### config.mk
export PLATFORM = sky130hd
export DESIGN_NAME = zbp_divider
export DESIGN_NICKNAME = d
export VERILOG_FILES = /design/src/rtl/core/zbp_pkg.sv /design/src/rtl/core/zbp_divider.sv
export SDC_FILE = /design/constraint.sdc
export NUM_CORES = 1
export LEC_CHECK = 0
export BUFFER_PORTS_ARGS = -buffer_cell sky130_fd_sc_hd__buf_2
export CAP_MARGIN = 15
export CORE_MARGIN = 2
export CORE_UTILIZATION = 55
export DETAILED_ROUTE_END_ITERATION = 6
export GPL_TIMING_DRIVEN = 1
export PLACE_DENSITY = 0.78
export SLEW_MARGIN = 10
export SYNTH_ARGS = -nofsm -noshare
export SYNTH_HDL_FRONTEND = slang
export SYNTH_SLANG_ARGS = --single-unit
export TNS_END_PERCENT = 100
### constraint.sdc
create_clock -name i_clk -period 13.1 [get_ports i_clk]
set_clock_uncertainty 0.15 [all_clocks]
set_input_delay 2.62 -clock i_clk [delete_from_list [all_inputs] [get_ports i_clk]]
set_output_delay 2.62 -clock i_clk [all_outputs]
set_load 0.01 [all_outputs]
### src/rtl/core/zbp_pkg.sv
// Shared types, constants and helper functions for the point projector.
// No dependencies.
`default_nettype none
package zbp_pkg;

    localparam int SCREEN_WIDTH  = 100;
    localparam int SCREEN_HEIGHT = 43;
    localparam int PIXELS        = SCREEN_WIDTH * SCREEN_HEIGHT;
    localparam int IDX_W         = $clog2(PIXELS);
    localparam int COL_W         = $clog2(SCREEN_WIDTH);
    localparam int ROW_W         = $clog2(SCREEN_HEIGHT);

    // Fixed-point widths
    localparam int Z_W   = 32;   // projected coordinates, Q16 fraction
    localparam int NUM_W = 42;   // projection numerators
    localparam int SUM_W = 66;   // exact rotation sums

    localparam logic signed [Z_W-1:0] CAM_DIST_Q16 = Z_W'(120 * 65536);
    localparam logic signed [Z_W-1:0] NEAR_Q16     = Z_W'(65);
    localparam int FOCAL = 40;

    localparam logic [7:0]  BLANK_CHAR = 8'd32;
    localparam logic [15:0] MAX_DEPTH  = 16'hFFFF;
    localparam logic [15:0] SAT_DEPTH  = 16'hFFFE;

    // Commands
    localparam logic [1:0] CMD_PLOT  = 2'd0;
    localparam logic [1:0] CMD_CLEAR = 2'd1;
    localparam logic [1:0] CMD_READ  = 2'd2;
    localparam logic [1:0] CMD_NOP   = 2'd3;

    // Configuration register indexes
    localparam logic [2:0] REG_SIN_A = 3'd0;
    localparam logic [2:0] REG_COS_A = 3'd1;
    localparam logic [2:0] REG_SIN_B = 3'd2;
    localparam logic [2:0] REG_COS_B = 3'd3;
    localparam logic [2:0] REG_SIN_C = 3'd4;
    localparam logic [2:0] REG_COS_C = 3'd5;
    localparam logic [2:0] REG_COL_OFF = 3'd6;

    typedef struct packed {
        logic signed [15:0] sin_a;
        logic signed [15:0] cos_a;
        logic signed [15:0] sin_b;
        logic signed [15:0] cos_b;
        logic signed [15:0] sin_c;
        logic signed [15:0] cos_c;
    } t_rot_cfg;

    // Shade ramp ".,-~:;=!*#$@"
    function automatic logic [7:0] shade_char(input logic [3:0] idx);
        logic [7:0] c;
        case (idx)
            4'd0:    c = 8'h2E;
            4'd1:    c = 8'h2C;
            4'd2:    c = 8'h2D;
            4'd3:    c = 8'h7E;
            4'd4:    c = 8'h3A;
            4'd5:    c = 8'h3B;
            4'd6:    c = 8'h3D;
            4'd7:    c = 8'h21;
            4'd8:    c = 8'h2A;
            4'd9:    c = 8'h23;
            4'd10:   c = 8'h24;
            default: c = 8'h40;
        endcase
        return c;
    endfunction

endpackage
`default_nettype wire

### src/rtl/core/zbp_divider.sv
// Two-lane restoring divider, one quotient bit per cycle, shared denominator.
// Quotient magnitude truncated toward zero plus sign. Depends on zbp_pkg.
`default_nettype none
module zbp_divider
    import zbp_pkg::*;
(
    input  wire                   i_clk,
    input  wire                   i_rst_n,
    input  wire                   i_start,
    input  wire signed [NUM_W-1:0] i_num [2],
    input  wire [Z_W-1:0]         i_den,
    output logic                  o_done,
    output logic [NUM_W-1:0]      o_quot [2],
    output logic                  o_neg [2]
);

    localparam int CNT_W = $clog2(NUM_W);

    logic             r_busy;
    logic [CNT_W-1:0] r_cnt;
    logic [Z_W-1:0]   r_den;
    logic [Z_W:0]     r_rem [2];
    logic [Z_W:0]     m_sh [2];
    logic             m_ge [2];

    always_comb begin
        for (int l = 0; l < 2; l++) begin
            m_sh[l] = {r_rem[l][Z_W-1:0], o_quot[l][NUM_W-1]};
            m_ge[l] = (m_sh[l] >= {1'b0, r_den});
        end
    end

    // control
    always_ff @(posedge i_clk) begin
        if (!i_rst_n) begin
            r_busy <= 1'b0;
            r_cnt  <= '0;
            o_done <= 1'b0;
        end else begin
            o_done <= 1'b0;
            if (i_start) begin
                r_busy <= 1'b1;
                r_cnt  <= '0;
            end else if (r_busy) begin
                r_cnt <= r_cnt + 1'b1;
                if (r_cnt == CNT_W'(NUM_W - 1)) begin
                    r_busy <= 1'b0;
                    o_done <= 1'b1;
                end
            end
        end
    end

    // datapath
    always_ff @(posedge i_clk) begin
        if (i_start) begin
            r_den <= i_den;
            for (int l = 0; l < 2; l++) begin
                o_neg[l]  <= i_num[l][NUM_W-1];
                o_quot[l] <= i_num[l][NUM_W-1] ? NUM_W'(-i_num[l]) : i_num[l];
                r_rem[l]  <= '0;
            end
        end else if (r_busy) begin
            for (int l = 0; l < 2; l++) begin
                r_rem[l]  <= m_ge[l] ? (m_sh[l] - {1'b0, r_den}) : m_sh[l];
                o_quot[l] <= {o_quot[l][NUM_W-2:0], m_ge[l]};
            end
        end
    end

endmodule
`default_nettype wire

==> results of run 1 <==
registers in the layout, indices dropped and copies added (netlist names):
register	count
r_cnt	6
o_quot	84
o_done	1
r_rem	64
o_neg	2
r_den	32
r_busy	1
through the flow:
step,power [uW],util
global placement,1300,0.608
global route,1930,0.635
detailed placement,1310,0.608
CTS,1840,0.634
floorplan,1160,-
finish,1840,0.635
power by group:
group          total [uW]  internal [uW]  leakage, uW  switching, uW
Combinational         538            218      0.00399            320
Sequential            774            740      0.00191           33.8
Clock                 530            257     0.000286            273
worst max-delay path, delay by kind of cell:
| kind | cells | cell delay [ns] |
|---|---|---|
| and+or+nand+nor | 6 | 2.66 |
| AOI/OAI and AO/OA | 2 | 0.29 |
| xor gates and xnor gates | 1 | 0.16 |
| buffers and inverters | 1 | 0.12 |
area by class of cell:
class,count,share of cell area
Timing Repair Buffer,213,0.0752
Sequential cell,190,0.381
Clock buffer,17,0.0288
Multi-Input combinational cell,1026,0.462
Tap cell,319,0.0270
Inverter,55,0.0140
Clock inverter,15,0.0113
Antenna cell,6,0.00102
metal layers:
layer / track usage / part of all wire
met1: 0.324 / 0.42
met2: 0.428 / 0.48
met4: 0.0762 / 0.020
met3: 0.0713 / 0.078
met5: 0 / 0.00022
logic make-up after synthesis:
family | Yosys count
flops | 190
xor+xnor | 130
buf+inv | 122
fa+ha+maj | 70
simple gates | 400
compound gates | 382
mux | 44
worst max path at each step:
stage,cells past startpoint,endpoint,slack (ns)
after global routing,10,o_quot[38],7.14
after detailed placement,10,o_quot[38],6.81
after CTS,10,o_quot[38],7.26
final,10,o_quot[38],7.26
after floorplan,10,o_quot[39],7.09
after global placement,10,o_quot[38],6.88
synth_stat cells, types with 12 or more instances:
cell,count
o31ai_1,23
nor3_1,12
nand4_1,20
o41ai_1,13
xnor2_1,30
nand2b_1,12
nor2_1,178
or4_1,13
or3_1,17
ha_1,68
edfxtp_1,182
nand2_1,70
o21ai_0,63
a211oi_1,20
nand3_1,22
mux2i_1,43
xor2_1,100
inv_1,55
a21oi_1,140
a21o_1,41
clkbuf_1,59
==> results.yml, run 1 <==
yosys:
  synth_fp_nets: 1527
  synth_cell_type_count: 66
  synth-seq-cells: 190
  synth_top_family_by_area: "compound AO/OA/AOI/OAI gates"
  yosysWarnings: 0
  synth_fa_ha_area_frac: 0.0690
  synth-simple-area-share: 0.149
  synth_edf_count: 182
  synth_area_leaders: "edfxtp_1, xor2_1, ha_1"
  synth_compound_area_frac: 0.187
  synthMuxAreaShare: 0.0342
  synth_ff_type: "edfxtp_1"
  yosysTopAreaCell: "edfxtp_1"
  synth-xor-area-share: 0.0882
  syn-cell-area_um2: 12900
  synthCells: 1338
  synthArstFlopShare: 0
  synth_top_cell_area_share: 0.423
  ys_seq_area_frac: 0.436
  avgSynthCellArea_um2: 9.65
cts:
  postCtsSetupRepairBufs: 0
  numCtsBuffers: 17
  clock-sinks: 190
  clockRootBuffer: "clkbuf_16"
  h-tree-depth: 4
  clkLatencyLatePin_ns: 0.45
  cts_tree: "yes"
  hold_buffers: 0
  cts_resized: 0
  clock_path_buffers: 2
  path_clk_slew_ns: 0.08
placement:
  io_buffer_count: 205
  dp_hpwl_mm: 22.9
  place_area_um2: 14100
  dp.cells: 1802
  place_ws_ns: 6.81
  gp_congestion: 0.885
grt:
  grt_pass1_wl_mm: 50.5
  antenna_found_initial: 4
  grt_pass1_vias: 10300
  grt.total_usage: 0.256
  grt_max_degree: 90
  grt_overflow: 0
layout:
  stdcell_count: 1841
  fillers: 1974
  stdcell_area_um2: 14800
  multi_input_area_um2: 6830
  drive_gt1_frac: 0.174
  layout.area.seq_um2: 5630
  area_delta_synth_final_pct: 14.5
  finalNetCount: 1692
  mostFrequentLayoutCells: "buf_2, edfxtp_1, nor2_1"
  layout_commonest_cell: "buf_2"
floorplanning:
  die_h_um: 157
  rows: 56
  initial_core_util: 0.555
  core-area_um2: 23300
  ios: 206
  dieArea_um2: 24700
  dieWidth_um: 157
status:
  status: "finished clean"
worst_hold_path:
  hold_depth: 2
  hp-start: "r_cnt[5]"
  hp-class: "flip-flop to flip-flop"
  holdPathEnd: "o_done"
routing:
  viasPerCell: 5.88
  postRouteAntennaNets: 0
  via_count: 10800
  firstDrtPassIters: 5
  drc: 0
  drtIter0Drc: 814
  wl_per_cell_um: 17.2
  wirelength_mm: 31.7
sta:
  fin_hold_ws_ns: 0.349
  timing.fmax_mhz: 171
  finalWorstSetupSlack_ns: 7.26
  slew_violations: 0
  post-route-min-period_ns: 5.84
  rsz0062_at_grt: "false"
  period_share: 0.446
  setup_tns_ns: 0
  hold_viol: 0
  relSlewSlack: 0.314
  worst_pin_slew_ns: 1.03
  setup_viol: 0
critical_path:
  end_kind: "flip-flop"
  cpPeakStageDelay_ns: 0.53
  cp_slowest_cell: "or4_4"
  crit_top_cell: "or4_4"
  critPathKind: "primary input to flip-flop"
  ff2ff_path_depth: 13
  crit_chain: "buf_2 > or4_4 > or4_4 > or4_4 > or4_1 > or3_1 > or2_1 > o31ai_2 > xor2_1 > a21oi_1"
  start_kind: "primary input"
  cp.arrival_ns: 5.85
  r2r_setup_slack_ns: 8.70
  crit_fanout: 6
  r2r_start: "r_den[1]"
  worstPathRequired_ns: 13.11
  r2r-end: "o_quot[0]"
  startpoint: "i_num[9]"
power:
  leakagePower_uw: 0.00619
  p_per_area_nw_per_um2: 125
  ir_drop_mv: 0.0704
run:
  maxCapViolations: 0
(Power assumes the default switching activity.)
==> run 2, diff against run 1 <==
- CORE_UTILIZATION: 55 -> 52
- PLACE_DENSITY: 0.78 -> 0.77
- clock period: 13.1 -> 4.8 ns (I/O delays scaled with it)
==> results.yml, run 2 (synthesis gave the netlist of run 1 again) <==
power:
  power_frac_seq: 0.423
  ir_drop_mv: 0.216
  leakagePower_uw: 0.00620
  total_power_uw: 4990
  clock_power_share: 0.282
  intPower_uw: 3320
  pwr-share-comb: 0.295
  p_switching_uw: 1680
  power_switching_share: 0.336
  p_per_area_nw_per_um2: 338
sta:
  period_share: 0.872
  hold_viol: 0
  worst_pin_slew_ns: 0.833
  timing.fmax_mhz: 239
  setup_viol: 0
  fin_hold_ws_ns: 0.344
  post-route-min-period_ns: 4.19
  rsz0062_at_grt: "false"
  relSlewSlack: 0.431
  setup_tns_ns: 0
  slew_violations: 0
grt:
  grt_pass1_vias: 10400
  antenna_found_initial: 6
  met1_usage: 0.308
  grtUsageMet2: 0.411
  grt_pass1_wl_mm: 51.8
  met3_usage: 0.0704
  top_usage_layer: "met2"
  grt.total_usage: 0.246
  grt_overflow: 0
  grt_max_degree: 92
routing:
  viasPerCell: 5.86
  postRouteAntennaNets: 0
  via_count: 10800
  firstDrtPassIters: 5
  wirelength_mm: 31.8
  wl_per_cell_um: 17.2
  drc: 0
  drtIter0Drc: 846
layout:
  drive_gt1_frac: 0.175
  layout.area.seq_um2: 5630
  largest_register_ffs: 84
  layout_commonest_cell: "buf_2"
  stdcell_area_um2: 14800
  largest_register: "o_quot"
  n_antenna_cell: 0
  finalNetCount: 1695
  fillers: 2077
  multi_input_area_um2: 6830
  area_delta_synth_final_pct: 14.5
  mostFrequentLayoutCells: "buf_2, edfxtp_1, nor2_1"
  reg.largest.list: "o_quot (84), r_rem (64), r_den (32)"
  stdcell_count: 1842
floorplanning:
  initial_core_util: 0.531
  core-area_um2: 24300
  dieArea_um2: 26100
  ios: 206
  rows: 57
  dieWidth_um: 162
  die_h_um: 162
critical_path:
  worstPathRequired_ns: 4.81
  cpPeakStageDelay_ns: 0.53
  cp_num_buf_inv: 1
  cp_slowest_cell: "or4_4"
  critPathKind: "primary input to flip-flop"
  ff2ff_path_depth: 13
  cp.arrival_ns: 4.20
  cp.depth: 10
  start_kind: "primary input"
  crit_top_cell: "or4_4"
  crit_fanout: 6
  cp_top_family: "simple AND/OR/NAND/NOR gates"
  end_kind: "flip-flop"
  crit_chain: "buf_2 > or4_4 > or4_4 > or4_4 > or4_1 > or3_1 > or2_1 > o31ai_2 > xor2_1 > a21oi_1"
cts:
  cts_tree: "yes"
  clock_path_buffers: 2
  clkLatencyLatePin_ns: 0.44
  hold_buffers: 0
  clockRootBuffer: "clkbuf_16"
  cts_resized: 0
  h-tree-depth: 4
  postCtsSetupRepairBufs: 0
  numCtsBuffers: 17
  clock-sinks: 190
  path_clk_slew_ns: 0.08
status:
  status: "finished clean"
placement:
  gp_congestion: 0.891
  dp.cells: 1811
  place_area_um2: 14200
  io_buffer_count: 205
  dp_hpwl_mm: 23.5
worst_hold_path:
  hp-class: "flip-flop to flip-flop"
  hold_depth: 2
run:
  maxCapViolations: 0
-- run 2: changes by cell type in the layout (fill, tap and decap cells not counted), sizes merged --
| cell | previous run | this run |
|---|---|---|
| inv | 62 | 61 |
| buf | 213 | 216 |
| diode | 6 | 0 |
-- run 2: through the flow --
stage,util,setup slack [ns]
floorplan,-,0.455
global placement,0.584,0.222
finish,0.608,0.614
detailed placement,0.584,0.178
global route,0.608,0.420
CTS,0.608,0.621
-- run 2: per-layer routing --
layer | vias to the layer above | share of wire
met5 | - | 0.0029
met4 | 12 | 0.025
met3 | 63 | 0.084
met2 | 396 | 0.47
met1 | 5053 | 0.42
li1 | 5278 | -
-- run 2: layout make-up --
class | count | area share
Tap cell | 324 | 0.0274
Clock inverter | 14 | 0.0102
Timing Repair Buffer | 216 | 0.0771
Inverter | 55 | 0.0140
Sequential cell | 190 | 0.380
Multi-Input combinational cell | 1026 | 0.462
Clock buffer | 17 | 0.0288
-- run 2: final timing paths --
path	endpoint	slack (ns)	start
min	r_cnt[5]	0.34	r_cnt[5]
max	o_quot[38]	0.61	i_num[9]
max reg2reg	r_rem[0][53]	0.77	r_den[1]
min reg2reg	r_cnt[5]	0.34	r_cnt[5]
-- run 2: worst reg2reg max path, delay by kind of cell (launching register included) --
kind            cells  cell delay (ns)
compound gates      6             1.80
buf+inv             3             0.59
flops               1             0.45
fa+ha+maj           1             0.34
simple gates        2             0.22
mux                 1             0.20
-- run 2: power by group through the flow --
stage	logic (uW)	clock network [uW]	registers, uW
2_1_floorplan	1010	0	2160
3_3_place_gp	1420	0	2140
3_5_place_dp	1460	0	2140
4_1_cts	1470	1430	2110
5_1_grt	1630	1490	2130
6_report	1470	1410	2110
